==> config.mk <==
export PLATFORM = sky130hd
export DESIGN_NAME = date_add_days_top_flat
export DESIGN_NICKNAME = d
export VERILOG_FILES = /design/src/design/dad_pkg.sv /design/src/design/dad_stream_if.sv /design/src/design/dad_ctrl.sv /design/src/design/dad_datapath.sv /design/src/design/date_add_days_top.sv /design/src/flat_wrapper.sv
export VERILOG_INCLUDE_DIRS = /design/src /design/src/design
export SDC_FILE = /design/constraint.sdc
export NUM_CORES = 1
export LEC_CHECK = 0
export BUFFER_PORTS_ARGS = -buffer_cell sky130_fd_sc_hd__buf_2
export CELL_PAD_IN_SITES_DETAIL_PLACEMENT = 1
export CELL_PAD_IN_SITES_GLOBAL_PLACEMENT = 2
export CORE_MARGIN = 1
export CORE_UTILIZATION = 37
export CTS_CLUSTER_SIZE = 12
export DETAILED_ROUTE_END_ITERATION = 12
export PLACE_DENSITY = 0.75
export SLEW_MARGIN = 0
export SYNTH_ARGS = -nofsm -noshare
export SYNTH_HDL_FRONTEND = slang
export SYNTH_SLANG_ARGS = --single-unit
==> constraint.sdc <==
create_clock -name clk -period 5.63 [get_ports clk]
set_input_delay 0.563 -clock clk [delete_from_list [all_inputs] [get_ports clk]]
set_output_delay 0.563 -clock clk [all_outputs]
set_load 0.1 [all_outputs]
==> src/design/date_add_days_top_defines.svh <==
// ----------------------------------------------------------------------------
// Assertion macros for date_add_days_top
// Concurrent assertion helpers, sampled on clk and disabled while rst_n is low.
// ----------------------------------------------------------------------------
`ifndef DATE_ADD_DAYS_TOP_DEFINES_SVH
`define DATE_ADD_DAYS_TOP_DEFINES_SVH

`ifndef SYNTHESIS

// The consequent must hold in the same cycle as the antecedent.
`define DAD_ASSERT_SAME(label, ante, cons, msg) \
  label: assert property (@(posedge clk) disable iff (!rst_n) (ante) |-> (cons)) \
    else $error(msg);

// The consequent must hold in the cycle after the antecedent.
`define DAD_ASSERT_NEXT(label, ante, cons, msg) \
  label: assert property (@(posedge clk) disable iff (!rst_n) (ante) |=> (cons)) \
    else $error(msg);

`else

`define DAD_ASSERT_SAME(label, ante, cons, msg)
`define DAD_ASSERT_NEXT(label, ante, cons, msg)

`endif

`endif

==> src/design/dad_pkg.sv <==
// ----------------------------------------------------------------------------
// Date add days package
// Field widths, calendar tables, reciprocal constants and the command and
// status structs shared by the controller and the datapath.
// ----------------------------------------------------------------------------
package dad_pkg;

  // Field widths.
  localparam int DEF_YEAR_BITS = 14;
  localparam int DAY_BITS      = 5;
  localparam int MONTH_BITS    = 4;
  localparam int CFG_BITS      = 12;
  localparam int N_BITS        = 13;

  localparam logic [CFG_BITS-1:0] CFG_RESET = 12'd10;

  // Reciprocal of 25 scaled by 2^21; exact quotient for every 16-bit year.
  localparam int RECIP_BITS  = 17;
  localparam int RECIP_SHIFT = 21;
  localparam logic [RECIP_BITS-1:0] RECIP_25 = 17'd83887;

  // Calendar constants.
  localparam logic [MONTH_BITS-1:0] FEB_IDX        = 4'd1;
  localparam logic [MONTH_BITS-1:0] LAST_MONTH_IDX = 4'd11;
  localparam logic [MONTH_BITS-1:0] MONTH_MIN      = 4'd1;
  localparam logic [MONTH_BITS-1:0] MONTH_MAX      = 4'd12;
  localparam logic [8:0]            DAYS_COMMON    = 9'd365;
  localparam logic [8:0]            DAYS_LEAP      = 9'd366;
  localparam logic [DAY_BITS-1:0]   FEB_COMMON     = 5'd28;
  localparam logic [DAY_BITS-1:0]   FEB_LEAP       = 5'd29;

  typedef logic [DAY_BITS-1:0] month_len_t [12];
  typedef logic [8:0]          cum_days_t  [12];

  // Standard month lengths; the February entry is replaced per year.
  localparam month_len_t MONTH_LEN_ROM = '{
    5'd31, 5'd28, 5'd31, 5'd30, 5'd31, 5'd30,
    5'd31, 5'd31, 5'd30, 5'd31, 5'd30, 5'd31
  };

  // Days before the first of each month in a common year.
  localparam cum_days_t CUM_DAYS = '{
    9'd0,   9'd31,  9'd59,  9'd90,  9'd120, 9'd151,
    9'd181, 9'd212, 9'd243, 9'd273, 9'd304, 9'd334
  };

  // Month length for a zero-based month index, leap-aware.
  function automatic logic [DAY_BITS-1:0] month_len(input logic [MONTH_BITS-1:0] idx,
                                                    input logic leap);
    logic [DAY_BITS-1:0] len;
    if (idx == FEB_IDX) begin
      len = leap ? FEB_LEAP : FEB_COMMON;
    end else if (idx > LAST_MONTH_IDX) begin
      len = MONTH_LEN_ROM[LAST_MONTH_IDX];
    end else begin
      len = MONTH_LEN_ROM[idx];
    end
    return len;
  endfunction

  // Commands from the controller to the datapath.
  typedef struct packed {
    logic load;
    logic leap_mul;
    logic leap_eval;
    logic init;
    logic year_step;
    logic walk_start;
    logic walk_step;
    logic out_load;
  } dad_cmd_t;

  // Status from the datapath to the controller.
  typedef struct packed {
    logic year_fits;
    logic walk_done;
  } dad_status_t;

endpackage

==> src/design/dad_stream_if.sv <==
// ----------------------------------------------------------------------------
// Date add days channel interfaces
// Valid/ready channels for the input date, the shifted date and the
// configuration write.
// ----------------------------------------------------------------------------

// Input date channel.
interface dad_in_if import dad_pkg::*; #(
  parameter int YEAR_BITS = DEF_YEAR_BITS
) ();
  logic                  valid;
  logic                  ready;
  logic [DAY_BITS-1:0]   in_day;
  logic [MONTH_BITS-1:0] in_month;
  logic [YEAR_BITS-1:0]  in_year;

  modport source (output valid, output in_day, output in_month, output in_year,
                  input ready);
  modport sink   (input valid, input in_day, input in_month, input in_year,
                  output ready);
endinterface

// Shifted date channel.
interface dad_out_if import dad_pkg::*; #(
  parameter int YEAR_BITS = DEF_YEAR_BITS
) ();
  logic                  valid;
  logic                  ready;
  logic [DAY_BITS-1:0]   out_day;
  logic [MONTH_BITS-1:0] out_month;
  logic [YEAR_BITS-1:0]  out_year;

  modport source (output valid, output out_day, output out_month, output out_year,
                  input ready);
  modport sink   (input valid, input out_day, input out_month, input out_year,
                  output ready);
endinterface

// Configuration write channel.
interface dad_cfg_if import dad_pkg::*; ();
  logic                valid;
  logic                ready;
  logic [CFG_BITS-1:0] days_to_add;

  modport source (output valid, output days_to_add, input ready);
  modport sink   (input valid, input days_to_add, output ready);
endinterface

==> src/design/dad_ctrl.sv <==
// ----------------------------------------------------------------------------
// Date add days controller
// Sequences the leap test, the year rollover loop, the month walk and the
// output register load for one request at a time.
// ----------------------------------------------------------------------------
module dad_ctrl import dad_pkg::*; (
  input  logic        clk,
  input  logic        rst_n,
  input  logic        in_valid,
  output logic        in_ready,
  output logic        out_valid,
  input  logic        out_ready,
  input  dad_status_t status,
  output dad_cmd_t    cmd
);

  typedef enum logic [2:0] {
    S_IDLE,
    S_LEAP_MUL,
    S_LEAP_EVAL,
    S_INIT,
    S_YEAR,
    S_WALK
  } state_t;

  state_t state_r, state_nxt;
  logic   first_r, first_nxt;
  logic   out_valid_r, out_valid_nxt;

  // Next state and commands.
  always_comb begin
    state_nxt = state_r;
    first_nxt = first_r;
    cmd       = '0;
    unique case (state_r)
      S_IDLE: begin
        if (in_valid) begin
          cmd.load  = 1'b1;
          first_nxt = 1'b1;
          state_nxt = S_LEAP_MUL;
        end
      end
      S_LEAP_MUL: begin
        cmd.leap_mul = 1'b1;
        state_nxt    = S_LEAP_EVAL;
      end
      S_LEAP_EVAL: begin
        cmd.leap_eval = 1'b1;
        state_nxt     = first_r ? S_INIT : S_YEAR;
      end
      S_INIT: begin
        cmd.init  = 1'b1;
        first_nxt = 1'b0;
        state_nxt = S_YEAR;
      end
      S_YEAR: begin
        if (status.year_fits) begin
          cmd.walk_start = 1'b1;
          state_nxt      = S_WALK;
        end else begin
          cmd.year_step = 1'b1;
          state_nxt     = S_LEAP_MUL;
        end
      end
      S_WALK: begin
        if (!status.walk_done) begin
          cmd.walk_step = 1'b1;
        end else if (!out_valid_r || out_ready) begin
          cmd.out_load = 1'b1;
          state_nxt    = S_IDLE;
        end
      end
      default: begin
        state_nxt = S_IDLE;
      end
    endcase
  end

  // The output register stays full until the result is taken.
  assign out_valid_nxt = (out_valid_r && !out_ready) || cmd.out_load;

  // State and registered outputs.
  always_ff @(posedge clk) begin
    if (!rst_n) begin
      state_r     <= S_IDLE;
      first_r     <= 1'b0;
      out_valid_r <= 1'b0;
    end else begin
      state_r     <= state_nxt;
      first_r     <= first_nxt;
      out_valid_r <= out_valid_nxt;
    end
  end

  assign in_ready  = (state_r == S_IDLE);
  assign out_valid = out_valid_r;

endmodule

==> src/design/dad_datapath.sv <==
// ----------------------------------------------------------------------------
// Date add days datapath
// Holds the working date, the day counter, the leap test and the output
// register, and steps them on commands from the controller.
// ----------------------------------------------------------------------------
module dad_datapath import dad_pkg::*; #(
  parameter int YEAR_BITS = DEF_YEAR_BITS
) (
  input  logic                  clk,
  input  logic                  rst_n,
  input  dad_cmd_t              cmd,
  input  logic [DAY_BITS-1:0]   in_day,
  input  logic [MONTH_BITS-1:0] in_month,
  input  logic [YEAR_BITS-1:0]  in_year,
  input  logic                  cfg_we,
  input  logic [CFG_BITS-1:0]   cfg_data,
  output dad_status_t           status,
  output logic [DAY_BITS-1:0]   out_day,
  output logic [MONTH_BITS-1:0] out_month,
  output logic [YEAR_BITS-1:0]  out_year
);

  localparam int PROD_BITS = YEAR_BITS + RECIP_BITS;

  logic [CFG_BITS-1:0]   days_to_add_r;
  logic [YEAR_BITS-1:0]  y_r, y_nxt;
  logic [N_BITS-1:0]     n_r, n_nxt;
  logic [DAY_BITS-1:0]   d_r, d_nxt;
  logic [MONTH_BITS-1:0] m_r, m_nxt;
  logic [MONTH_BITS-1:0] mi_r, mi_nxt;
  logic [PROD_BITS-1:0]  prod_r, prod_nxt;
  logic                  leap_r, leap_nxt;
  logic [DAY_BITS-1:0]   out_day_r, out_day_nxt;
  logic [MONTH_BITS-1:0] out_month_r, out_month_nxt;
  logic [YEAR_BITS-1:0]  out_year_r, out_year_nxt;

  logic [YEAR_BITS-1:0]  quot;
  logic [YEAR_BITS-1:0]  quot25;
  logic [YEAR_BITS-1:0]  rem25;
  logic [MONTH_BITS-1:0] m_idx;
  logic [DAY_BITS-1:0]   start_len;
  logic [DAY_BITS-1:0]   day_lo;
  logic [DAY_BITS-1:0]   day_clamped;
  logic                  leap_corr;
  logic [8:0]            year_len;
  logic [DAY_BITS-1:0]   walk_len;
  logic                  walk_done;

  // Leap test: divisible by 4, and not by 25 unless also by 16.
  assign quot   = YEAR_BITS'(prod_r[PROD_BITS-1:RECIP_SHIFT]);
  assign quot25 = (quot << 4) + (quot << 3) + quot;
  assign rem25  = y_r - quot25;

  // Start date: clamp the day to its month, then form the day of the year.
  assign m_idx       = m_r - MONTH_MIN;
  assign start_len   = month_len(m_idx, leap_r);
  assign day_lo      = (d_r == '0) ? DAY_BITS'(1) : d_r;
  assign day_clamped = (day_lo > start_len) ? start_len : day_lo;
  assign leap_corr   = leap_r && (m_idx > FEB_IDX);

  // Year rollover and month walk status.
  assign year_len  = leap_r ? DAYS_LEAP : DAYS_COMMON;
  assign walk_len  = month_len(mi_r, leap_r);
  assign walk_done = (mi_r == LAST_MONTH_IDX) || (n_r <= N_BITS'(walk_len));

  assign status.year_fits = (n_r <= N_BITS'(year_len));
  assign status.walk_done = walk_done;

  // Working register updates.
  always_comb begin
    y_nxt         = y_r;
    n_nxt         = n_r;
    d_nxt         = d_r;
    m_nxt         = m_r;
    mi_nxt        = mi_r;
    prod_nxt      = prod_r;
    leap_nxt      = leap_r;
    out_day_nxt   = out_day_r;
    out_month_nxt = out_month_r;
    out_year_nxt  = out_year_r;
    if (cmd.load) begin
      y_nxt = in_year;
      d_nxt = in_day;
      if (in_month < MONTH_MIN) begin
        m_nxt = MONTH_MIN;
      end else if (in_month > MONTH_MAX) begin
        m_nxt = MONTH_MAX;
      end else begin
        m_nxt = in_month;
      end
    end
    if (cmd.leap_mul) begin
      prod_nxt = PROD_BITS'(y_r) * PROD_BITS'(RECIP_25);
    end
    if (cmd.leap_eval) begin
      leap_nxt = (y_r[1:0] == 2'b00) && ((rem25 != '0) || (y_r[3:0] == 4'b0000));
    end
    if (cmd.init) begin
      n_nxt = N_BITS'(day_clamped) + N_BITS'(CUM_DAYS[m_idx]) + N_BITS'(leap_corr)
            + N_BITS'(days_to_add_r);
    end
    if (cmd.year_step) begin
      n_nxt = n_r - N_BITS'(year_len);
      y_nxt = y_r + YEAR_BITS'(1);
    end
    if (cmd.walk_start) begin
      mi_nxt = '0;
    end
    if (cmd.walk_step) begin
      n_nxt  = n_r - N_BITS'(walk_len);
      mi_nxt = mi_r + MONTH_BITS'(1);
    end
    if (cmd.out_load) begin
      out_day_nxt   = n_r[DAY_BITS-1:0];
      out_month_nxt = mi_r + MONTH_BITS'(1);
      out_year_nxt  = y_r;
    end
  end

  // Payload registers.
  always_ff @(posedge clk) begin
    y_r         <= y_nxt;
    n_r         <= n_nxt;
    d_r         <= d_nxt;
    m_r         <= m_nxt;
    mi_r        <= mi_nxt;
    prod_r      <= prod_nxt;
    leap_r      <= leap_nxt;
    out_day_r   <= out_day_nxt;
    out_month_r <= out_month_nxt;
    out_year_r  <= out_year_nxt;
  end

  // Day offset register.
  always_ff @(posedge clk) begin
    if (!rst_n) begin
      days_to_add_r <= CFG_RESET;
    end else if (cfg_we) begin
      days_to_add_r <= cfg_data;
    end
  end

  assign out_day   = out_day_r;
  assign out_month = out_month_r;
  assign out_year  = out_year_r;

endmodule

==> src/design/date_add_days_top.sv <==
// ----------------------------------------------------------------------------
// Date add days top level
// Shifts each Gregorian input date forward by a programmable number of days.
// ----------------------------------------------------------------------------
// One request is worked at a time. After a request is accepted the block runs
// the leap test, forms the day count, rolls whole years over (at most 12 for
// the largest offset) and then walks the months of the final year before it
// loads the output register. The year rollover loop repeats the leap test for
// each year (a registered reciprocal multiply, then the remainder check), and
// the month walk retires one month per cycle.
// The finished date sits in an output register, so a new request is taken
// while the previous result waits. The next result then holds at the end of
// its walk until that register is free. The offset is written through the
// configuration channel, which is always ready, and resets to 10 days.
`include "date_add_days_top_defines.svh"

module date_add_days_top import dad_pkg::*; #(
  parameter int YEAR_BITS = DEF_YEAR_BITS
) (
  input  logic      clk,
  input  logic      rst_n,
  dad_in_if.sink    in_chan,
  dad_out_if.source out_chan,
  dad_cfg_if.sink   cfg_chan
);

  dad_cmd_t    cmd;
  dad_status_t status;

  // Configuration writes are taken in any cycle.
  assign cfg_chan.ready = 1'b1;

  // Controller.
  dad_ctrl u_ctrl (
    .clk       (clk),
    .rst_n     (rst_n),
    .in_valid  (in_chan.valid),
    .in_ready  (in_chan.ready),
    .out_valid (out_chan.valid),
    .out_ready (out_chan.ready),
    .status    (status),
    .cmd       (cmd)
  );

  // Datapath.
  dad_datapath #(
    .YEAR_BITS (YEAR_BITS)
  ) u_datapath (
    .clk       (clk),
    .rst_n     (rst_n),
    .cmd       (cmd),
    .in_day    (in_chan.in_day),
    .in_month  (in_chan.in_month),
    .in_year   (in_chan.in_year),
    .cfg_we    (cfg_chan.valid && cfg_chan.ready),
    .cfg_data  (cfg_chan.days_to_add),
    .status    (status),
    .out_day   (out_chan.out_day),
    .out_month (out_chan.out_month),
    .out_year  (out_chan.out_year)
  );

  // An accepted request keeps the input closed in the following cycle.
  `DAD_ASSERT_NEXT(a_busy_after_accept, in_chan.valid && in_chan.ready, !in_chan.ready, "input ready after accept")

  // The output register is loaded only once the month walk has finished.
  `DAD_ASSERT_SAME(a_load_after_walk, cmd.out_load, status.walk_done, "output load before walk done")

  // A pending result is never overwritten.
  `DAD_ASSERT_SAME(a_no_overwrite, cmd.out_load, !out_chan.valid || out_chan.ready, "result overwritten")

  // A year is rolled over only when the day count exceeds it.
  `DAD_ASSERT_SAME(a_year_step_needed, cmd.year_step, !status.year_fits, "needless year step")

  // A delivered day of month is never zero.
  `DAD_ASSERT_SAME(a_day_nonzero, out_chan.valid, out_chan.out_day != '0, "day zero delivered")

endmodule

==> src/flat_wrapper.sv <==
// flat-port wrapper written by rule: the top's interface ports become plain ports
module date_add_days_top_flat import dad_pkg::*;
#(
  parameter int YEAR_BITS = DEF_YEAR_BITS
)
  (clk, rst_n, in_chan_valid, in_chan_in_day, in_chan_in_month, in_chan_in_year, in_chan_ready, out_chan_valid, out_chan_out_day, out_chan_out_month, out_chan_out_year, out_chan_ready, cfg_chan_valid, cfg_chan_days_to_add, cfg_chan_ready);
  dad_in_if #(.YEAR_BITS(YEAR_BITS)) in_chan_i ();
  dad_out_if #(.YEAR_BITS(YEAR_BITS)) out_chan_i ();
  dad_cfg_if cfg_chan_i ();
  input  logic clk;
  input  logic rst_n;
  input wire logic [$bits(in_chan_i.valid)-1:0] in_chan_valid;
  input wire logic [$bits(in_chan_i.in_day)-1:0] in_chan_in_day;
  input wire logic [$bits(in_chan_i.in_month)-1:0] in_chan_in_month;
  input wire logic [$bits(in_chan_i.in_year)-1:0] in_chan_in_year;
  output wire logic [$bits(in_chan_i.ready)-1:0] in_chan_ready;
  output wire logic [$bits(out_chan_i.valid)-1:0] out_chan_valid;
  output wire logic [$bits(out_chan_i.out_day)-1:0] out_chan_out_day;
  output wire logic [$bits(out_chan_i.out_month)-1:0] out_chan_out_month;
  output wire logic [$bits(out_chan_i.out_year)-1:0] out_chan_out_year;
  input wire logic [$bits(out_chan_i.ready)-1:0] out_chan_ready;
  input wire logic [$bits(cfg_chan_i.valid)-1:0] cfg_chan_valid;
  input wire logic [$bits(cfg_chan_i.days_to_add)-1:0] cfg_chan_days_to_add;
  output wire logic [$bits(cfg_chan_i.ready)-1:0] cfg_chan_ready;
  assign in_chan_i.valid = in_chan_valid;
  assign in_chan_i.in_day = in_chan_in_day;
  assign in_chan_i.in_month = in_chan_in_month;
  assign in_chan_i.in_year = in_chan_in_year;
  assign in_chan_ready = in_chan_i.ready;
  assign out_chan_valid = out_chan_i.valid;
  assign out_chan_out_day = out_chan_i.out_day;
  assign out_chan_out_month = out_chan_i.out_month;
  assign out_chan_out_year = out_chan_i.out_year;
  assign out_chan_i.ready = out_chan_ready;
  assign cfg_chan_i.valid = cfg_chan_valid;
  assign cfg_chan_i.days_to_add = cfg_chan_days_to_add;
  assign cfg_chan_ready = cfg_chan_i.ready;
  date_add_days_top #(.YEAR_BITS(YEAR_BITS)) u_core (.clk(clk), .rst_n(rst_n), .in_chan(in_chan_i), .out_chan(out_chan_i), .cfg_chan(cfg_chan_i));
endmodule
==> flow_metrics.tcl, run 1 <==
set metrics [dict create \
    critPathMostFrequentCell "fa_1" \
    path_class "register to register" \
    fin_crit_sh_pct 99.46 \
    grt_pass1_wl_um 46530 \
    stdcell_count 1582 \
    critPathLaunch "u_core.u_datapath.y_r[12]" \
    n_antenna_cell 0 \
    fin_crit_ns 5.600 \
    maxCapViolations 0 \
    rr_startpoint "u_core.u_datapath.y_r[12]" \
    skew_ns 0.009846 \
    insertion_delay_ns 0.35 \
    grt_antenna_before_repair 0 \
    grt_pass1_vias 8467 \
    critPathMaxStageDelay_ns 0.64 \
    dp.cells 1552 \
    num_vias 8076 \
    arrival_ns 5.69 \
    synthMuxAreaShare_pct 1.618 \
    hold_path_startpoint "in_chan_in_day[0]" \
    ys_types 86 \
    path_depth 18 \
    dp_hpwl_um 23850 \
    numPortBuffers 64 \
    route.detailed.drc 0 \
    ys_ff_latch 91 \
    layout_common_cells "inv_1 (200), ha_1 (165), fa_1 (104), edfxtp_1 (74), nand2_1 (67)" \
    area_growth_pct 13.80 \
    clk_pin_slew_ns 0.07 \
    drt_wl_total_um 28620 \
    place_ws_ns -0.1190 \
    worstSetupEndpoint "u_core.u_datapath.prod_r[30]" \
    nNetsFinal 1509 \
    clock-sinks 91 \
    crit_family "adder cells" \
    cp-start-kind "register" \
    ios 66 \
    worst_slew_pin_slew_ns 0.9661 \
    cts_tree "built" \
    drt_first_pass_iters 4 \
    detail_route.wl_per_cell_um 18.09 \
    synthTopCellsByArea "edfxtp_1 (21%), fa_1 (20%), ha_1 (20%), inv_1 (7.1%), dfxtp_1 (3.1%)" \
    rsz0062_at_grt "yes" \
    antenna_left 0 \
    worstPathBufferInverterCount 4 \
    hold_viol 0 \
    start_util_pct 37.61 \
    cts_made_buffers 9 \
    synth_edf_count 74 \
    cp_data_required_time_ns 5.72 \
    synth_seq_area_share_pct 23.67 \
    synth-compound-area-share_pct 12.75 \
    drtIter0Drc 319 \
    whs_ns 0.3860 \
    core_mm2 0.02878 \
    synth.avg_cell_area_um2 9.959 \
    crit_fanout 4 \
    synth_top_area_cell "edfxtp_1" \
    yosys.area_share.simple_pct 10.26 \
    gp_congestion 0.8680 \
    synthAdderAreaFrac_pct 39.32 \
    slew_violations 0 \
    timing.fmax_mhz 178.6 \
    synthArstFlopShare_pct 0 \
    grt_max_degree 37 \
    yosysWarningCount 0 \
    final_common_cell "inv_1" \
    drive_gt1_share_pct 15.36 \
    status "complete, no violations" \
    synth_top_family_by_area "adder cells" \
    die_h_um 173.1 \
    synth_xor_area_share_pct 3.803 \
    yosysTopAreaCellShare_pct 20.53 \
    num_rows 62 \
    cts_buffer_depth 2 \
    r2r_cells 18 \
    setup_viol 0 \
    synth_nets 1403 \
    worst_slack_ns 0.03031 \
    path_cells "fa_2 > inv_4 > fa_1 > inv_2 > fa_1 > fa_1 > inv_2 > fa_1 > inv_1 > fa_1 > ha_1 > and3_4 > nand2_2 > or2_0 > a311o_2 > nand4_1 > and3_4 > a311oi_2" \
    grt_overflow 0 \
    grt.total_usage_pct 19.96 \
    slew_headroom_pct 35.59 \
    r2r_slack_ns 0.03 \
    syn_inst 1087 \
    rr_endpoint "u_core.u_datapath.prod_r[30]" \
    hold_path.class "primary input to register" \
    cts_root_buffer "clkbuf_16" \
    synth_area_mm2 0.01083 \
    synth-main-ff-cell "edfxtp_1" \
    h-tree-depth 3 \
    fp.dieArea_mm2 0.02995 \
    critPathCaptureType "register" \
    die_x_um 173.1 \
    viasPerCell 5.105 \
    ctsHoldBuffers 0 \
    cpMaxStageDelayCell "fa_2" \
]
-- state kept, by name (all words and copies together), names as in the netlist, 4 cells and up --
name / flops
u_core.u_datapath.n_r: 13
u_core.u_datapath.out_year: 14
u_core.u_datapath.out_day: 5
u_core.u_datapath.prod_r: 10
u_core.u_datapath.d_r: 5
u_core.u_datapath.days_to_add_r: 12
u_core.u_datapath.out_month: 4
u_core.u_datapath.mi_r: 4
u_core.u_datapath.m_r: 4
u_core.u_datapath.y_r: 14
-- how the worst min path moves through the flow --
stage / slack (ns) / to / cells past startpoint
after floorplan: 0.43 / u_core.u_datapath.out_day[0] / 0
after global placement: 0.45 / u_core.u_datapath.out_day[0] / 0
after CTS: 0.38 / u_core.u_datapath.d_r[0] / 1
after detailed placement: 0.45 / u_core.u_datapath.out_day[0] / 0
final: 0.39 / u_core.u_datapath.d_r[0] / 1
after global routing: 0.38 / u_core.u_datapath.d_r[0] / 1
-- through the flow --
step / TNS, ns / cell area [um^2] / utilization, %
global placement: 0 / 11810 / 41.04
global route: -0.4112 / 12320 / 42.81
detailed placement: -0.2837 / 11810 / 41.04
CTS: 0 / 12160 / 42.26
floorplan: 0 / 10830 / -
finish: 0 / 12320 / 42.81
-- cell type report --
type	instances	area (um^2)
clock buffers	10	229.0
well taps	384	480.5
fillers	3279	16460
inverters	205	772.0
repair buffers	122	774.5
flip-flops and latches	91	2562
clock inverters	6	88.84
multi-input cells	764	7412
-- synthesized netlist by cell type (8+ instances only) --
cell type,count
inv_1,204
ha_1,169
fa_1,107
edfxtp_1,74
nand2_1,69
nor2_1,49
a21oi_1,46
o21ai_0,41
xnor2_1,29
nor2b_1,24
xor2_1,18
dfxtp_1,17
nor3_1,16
mux2i_1,13
clkbuf_1,12
a21o_1,11
a31oi_1,10
nand3_1,10
nand4_1,10
o21ai_1,8
-- logic make-up (layout without fill, tap and decap cells) --
group	count (synthesis)	count (layout)
adders and majority gates	276	276
buffers and inverters	232	343
and+or+nand+nor	221	221
AOI/OAI and AO/OA	203	203
DFF	91	91
xor gates and xnor gates	47	47
muxes	16	16
other	1	1
-- repair_timing --
item | in CTS | in global routing
pin swaps | 11 | 10
gates resized for setup | 8 | 19
endpoints found under the hold margin | 0 | 0
setup endpoints to repair | 7 | 10
buffers inserted | 1 | 13
-- worst reg2reg max path: stages, from the launching register on --
cell	delay, ns
edfxtp_1	0.44
fa_2	0.64
inv_4	0.05
fa_1	0.49
inv_2	0.04
fa_1	0.46
fa_1	0.51
inv_2	0.04
fa_1	0.54
inv_1	0.05
fa_1	0.43
ha_1	0.30
and3_4	0.19
nand2_2	0.05
or2_0	0.19
a311o_2	0.39
nand4_1	0.20
and3_4	0.22
a311oi_2	0.09
-- layer usage --
| metal | global-route usage [%] | wire length [um] |
|---|---|---|
| met1 | 29.59 | 14660 |
| met2 | 30.31 | 12480 |
| met3 | 3.078 | 959 |
| met4 | 4.867 | 521 |
| met5 | 0 | 0 |
Power of run 1 is left out: the tool's default activity adds up to more than one toggle a clock period on the data nets, which glitch-free logic cannot reach.
==> run 2: changes to the inputs <==
Settings changed: BUFFER_PORTS_ARGS -buffer_cell sky130_fd_sc_hd__buf_2 to -buffer_cell sky130_fd_sc_hd__buf_4, HOLD_SLACK_MARGIN set to 0.12.
==> flow_metrics.tcl, run 2 (synthesis gave the netlist of run 1 again) <==
set metrics [dict create \
    grt_overflow 0 \
    cts_buffer_depth 2 \
    met3_usage_pct 3.452 \
    cts_made_buffers 9 \
    layout_common_cells "inv_1 (203), ha_1 (163), buf_4 (114), fa_1 (104), edfxtp_1 (74)" \
    core_mm2 0.02878 \
    cpMaxStageDelayCell "fa_2" \
    violations "negative setup slack" \
    maxCapViolations 0 \
    whs_ns 0.3668 \
    drive_gt1_share_pct 15.41 \
    die_x_um 173.1 \
    fin_crit_sh_pct 100.8 \
    cp-start-kind "register" \
    start_util_pct 37.61 \
    h-tree-depth 3 \
    ctsHoldBuffers 0 \
    dp_hpwl_um 24060 \
    insertion_delay_ns 0.37 \
    cp_data_required_time_ns 5.74 \
    skew_ns 0.01555 \
    area_growth_pct 15.56 \
    gp_congestion 0.8644 \
    nNetsFinal 1505 \
    grt.total_usage_pct 20.05 \
    grt_max_degree 37 \
    drt_wl_total_um 29070 \
    fp.dieArea_mm2 0.02995 \
    nFillCells 3282 \
    viasPerCell 5.082 \
    detail_route.wl_per_cell_um 18.42 \
    cts_tree "built" \
    clock-sinks 91 \
    fin_crit_ns 5.678 \
    grt_pass1_wl_um 46610 \
    hold_viol 0 \
    crit_fanout 4 \
    grt_pass1_vias 8590 \
    numPortBuffers 64 \
    use_met2_pct 31.27 \
    final_common_cell "inv_1" \
    cts_root_buffer "clkbuf_16" \
    path_class "register to register" \
    critPathMostFrequentCell "fa_1" \
    slew_violations 0 \
    die_h_um 173.1 \
    route.detailed.drc 0 \
    ios 66 \
    rsz0062_at_grt "yes" \
    hold_path.class "primary input to register" \
    critPathCaptureType "register" \
    drt_first_pass_iters 6 \
    arrival_ns 5.78 \
    status "finished with violations" \
    path_cells "fa_2 > inv_2 > fa_1 > inv_1 > fa_1 > fa_1 > inv_1 > fa_1 > inv_1 > fa_1 > ha_4 > and3_4 > nand2_1 > or2_0 > a311o_2 > nand4_1 > and3_4 > a311oi_2" \
    setup_viol 1 \
    worst_slew_pin_slew_ns 1.009 \
    grt_busiest_layer "met2" \
    n_antenna_cell 0 \
    timing.fmax_mhz 176.1 \
    slew_headroom_pct 32.74 \
    drtIter0Drc 387 \
    worst_slack_ns -0.04767 \
    antenna_left 0 \
    num_vias 8019 \
    critPathMaxStageDelay_ns 0.63 \
    clk_pin_slew_ns 0.08 \
    num_rows 62 \
    place_ws_ns -0.1476 \
    grt_antenna_before_repair 0 \
    use_met1_pct 29.14 \
]
-- run 2: cell types whose count changed in the layout (fill, tap and decap cells not counted), sizes merged --
cell | before | now
clkbuf | 10 | 9
clkinvlp | 1 | 0
buf | 122 | 118
clkinv | 2 | 3
inv | 206 | 208
bufinv | 2 | 1
-- run 2: final timing paths --
path              slack [ns]  depth (start not counted)                            to                      start
setup / recovery       -0.05                         18  u_core.u_datapath.prod_r[30]  u_core.u_datapath.y_r[11]
hold / removal          0.37                          1      u_core.u_datapath.d_r[2]          in_chan_in_day[2]
setup reg to reg       -0.05                         18  u_core.u_datapath.prod_r[30]  u_core.u_datapath.y_r[11]
hold reg to reg         0.47                          0  u_core.u_datapath.out_day[0]   u_core.u_datapath.n_r[0]
-- run 2: worst max-delay path: cells and delay by family (launching register included) --
family	cells	cell delay, ns
fa+ha+maj	7	3.37
simple gates	5	0.89
compound gates	2	0.47
buf+inv	4	0.23
flops	1	0.44
-- run 2: per-layer routing --
layer / vias up / wire (um)
met5: - / 0
met4: 0 / 289
met3: 18 / 1239
met2: 132 / 13040
met1: 3973 / 14500
li1: 3896 / -
-- run 2: layout make-up --
class / count / area [um^2] / area share [%]
Clock buffer: 9 / 225.2 / 1.800
Sequential cell: 91 / 2562 / 20.48
Tap cell: 384 / 480.5 / 3.841
Clock inverter: 7 / 95.09 / 0.7602
Timing Repair Buffer: 118 / 900.9 / 7.201
Multi-Input combinational cell: 764 / 7476 / 59.76
Inverter: 205 / 769.5 / 6.151
-- run 2: metrics by stage --
stage / setup TNS (ns) / area, um^2 / std cells / util, %
after floorplan: 0 / 10830 / 1087 / -
after global placement: 0 / 11960 / 1551 / 41.57
after detailed placement: -0.5370 / 11960 / 1551 / 41.57
after CTS: 0 / 12340 / 1568 / 42.87
after global routing: -0.8052 / 12510 / 1578 / 43.47
final: -0.04767 / 12510 / 1578 / 43.47
-- run 2: repair_timing --
action | in CTS | in global routing
gates resized for setup | 10 | 20
pin swaps | 12 | 8
cloned | 0 | 0
endpoints found under the hold margin | 0 | 0
endpoints found under the setup margin | 7 | 12
setup buffers | 2 | 10
Power of run 2 is left out for the same reason.
==> run 3: changes to the inputs <==
Settings changed: ABC_AREA set to 1, CORE_UTILIZATION 37 to 35, PLACE_DENSITY 0.75 to 0.76, SETUP_SLACK_MARGIN set to 0.4.
==> flow_metrics.tcl, run 3 <==
set metrics [dict create \
    antenna_left 0 \
    synth-main-ff-cell "edfxtp_1" \
    gp_congestion 0.8717 \
    final_common_cell "inv_1" \
    dp_hpwl_um 29010 \
    ios 66 \
    detail_route.wl_per_cell_um 17.39 \
    synth_edf_count 74 \
    cp_data_required_time_ns 5.76 \
    grt_overflow 0 \
    fin_crit_sh_pct 91.41 \
    numPortBuffers 64 \
    grt_pass1_vias 10150 \
    slew_violations 0 \
    ys_ff_latch 91 \
    cts_buffer_depth 2 \
    critPathCaptureType "register" \
    cp-start-kind "register" \
    hold_path.class "primary input to register" \
    synth_seq_area_share_pct 22.00 \
    synth_most_common_cell "inv_1" \
    cts_root_buffer "clkbuf_16" \
    core_mm2 0.03262 \
    fp.dieArea_mm2 0.03401 \
    syn_inst 1440 \
    grt_antenna_before_repair 0 \
    setup_tns_ns 0 \
    timing.fmax_mhz 194.3 \
    hold_viol 0 \
    num_vias 9622 \
    synthTopCellsByArea "edfxtp_1 (19%), fa_1 (18%), ha_1 (18%), inv_1 (10%), nand2_1 (9.9%)" \
    start_util_pct 35.71 \
    route.detailed.drc 0 \
    clock-sinks 91 \
    synth_nets 1756 \
    insertion_delay_ns 0.38 \
    yosysTopAreaCellShare_pct 19.08 \
    crit_fanout 3 \
    drtIter0Drc 429 \
    ctsHoldBuffers 0 \
    cts_made_buffers 9 \
    grt_max_degree 48 \
    maxCapViolations 0 \
    synth_common_cells "inv_1 (310), nand2_1 (307), ha_1 (169)" \
    grt.total_usage_pct 21.88 \
    num_rows 66 \
    synth_area_mm2 0.01165 \
    synthArstFlopShare_pct 0 \
    area_growth_pct 17.33 \
    viasPerCell 4.833 \
    synth.avg_cell_area_um2 8.088 \
    drt_wl_total_um 34620 \
    drive_gt1_share_pct 14.40 \
    synth_top_area_cell "edfxtp_1" \
    layout_common_cells "inv_1 (302), nand2_1 (296), ha_1 (149), buf_4 (105), fa_1 (99)" \
    cts_tree "built" \
    clk_pin_slew_ns 0.08 \
    drt_first_pass_iters 4 \
    die_h_um 184.4 \
    nNetsFinal 1860 \
    arrival_ns 5.28 \
    grt_pass1_wl_um 56440 \
    setup_viol 0 \
    rsz0062_at_grt "yes" \
    ys_types 48 \
    die_x_um 184.4 \
    n_antenna_cell 0 \
    yosysWarningCount 0 \
    worst_slew_pin_slew_ns 0.8021 \
    status "complete, no violations" \
    path_class "register to register" \
    slew_headroom_pct 46.40 \
    fin_crit_ns 5.146 \
    skew_ns 0.01923 \
    h-tree-depth 3 \
]
==> run 3: cell types whose count changed after synthesis, sizes merged, moves of 13 or more <==
cell and delta:
a21oi +14, inv +110, mux2i -14, nand2 +243, nand3 +58, nor2 +56
nor2b -24, o21ai +13, xnor2 -21, xor2 +14
==> run 3: cells by family (layout without fill, tap and decap cells) <==
group	Yosys count	in the layout	share of synthesized area [%]
flops	91	91	22.00
xor+xnor	40	40	3.008
other cells	1	1	0.03220
compound gates	162	162	7.885
fa+ha+maj	276	276	36.55
buf+inv	330	439	10.98
simple gates	540	540	19.55
==> run 3: final timing paths <==
path,start,end,slack (ns),cells past startpoint
hold reg to reg,u_core.u_datapath.n_r[0],u_core.u_datapath.out_day[0],0.48,0
setup / recovery,u_core.u_datapath.y_r[7],u_core.u_datapath.prod_r[28],0.48,17
setup reg to reg,u_core.u_datapath.y_r[7],u_core.u_datapath.prod_r[28],0.48,17
hold / removal,in_chan_in_day[3],u_core.u_datapath.d_r[3],0.36,1
==> run 3: cell type report <==
type                            instances  area, um^2
Multi-Input combinational cell       1019        8197
Clock inverter                          7       121.4
Inverter                              315        1185
Tap cell                              442       553.0
Fill cell                            3919       18950
Timing Repair Buffer                  108       822.0
Sequential cell                        91        2562
Clock buffer                            9       225.2
==> run 3: routing by layer <==
metal	part of all wire, %	wire, um	vias up	GRT usage (%)
met5	0	0	-	0
met4	0.73	251	0	3.333
met3	3.9	1366	15	3.557
met2	42	14560	143	32.29
met1	53	18440	4684	33.62
li1	-	-	4780	-
==> run 3: critical path, stage by stage, from the launching register on <==
cell	delay (ns)
edfxtp_1	0.45
fa_2	0.64
buf_4	0.14
fa_1	0.44
fa_1	0.49
fa_1	0.50
inv_1	0.05
fa_1	0.50
inv_1	0.06
fa_1	0.51
ha_4	0.32
nand2_1	0.08
inv_1	0.08
nand2_1	0.09
nor4_2	0.23
nand3_1	0.11
nand3_1	0.13
xor2_1	0.08
==> run 3: metrics by stage <==
stage                     utilization, %  hold slack, ns  cells  area, um^2  setup WS (ns)
final                              41.89          0.3560   1991       13670         0.4838
after detailed placement           39.15          0.4648   1955       12770         0.2110
after CTS                          40.74          0.3405   1981       13290         0.3936
after global placement             39.15          0.4429   1955       12770         0.2717
after global routing               41.89          0.3387   1991       13670         0.3585
after floorplan                        -          0.4264   1440       11650         0.4813
==> run 3: repair_timing <==
item,in CTS,in global routing
pin swaps,7,33
setup endpoints to repair,10,12
setup buffers,10,10
resized for setup,24,68
Power of run 3 is left out for the same reason.
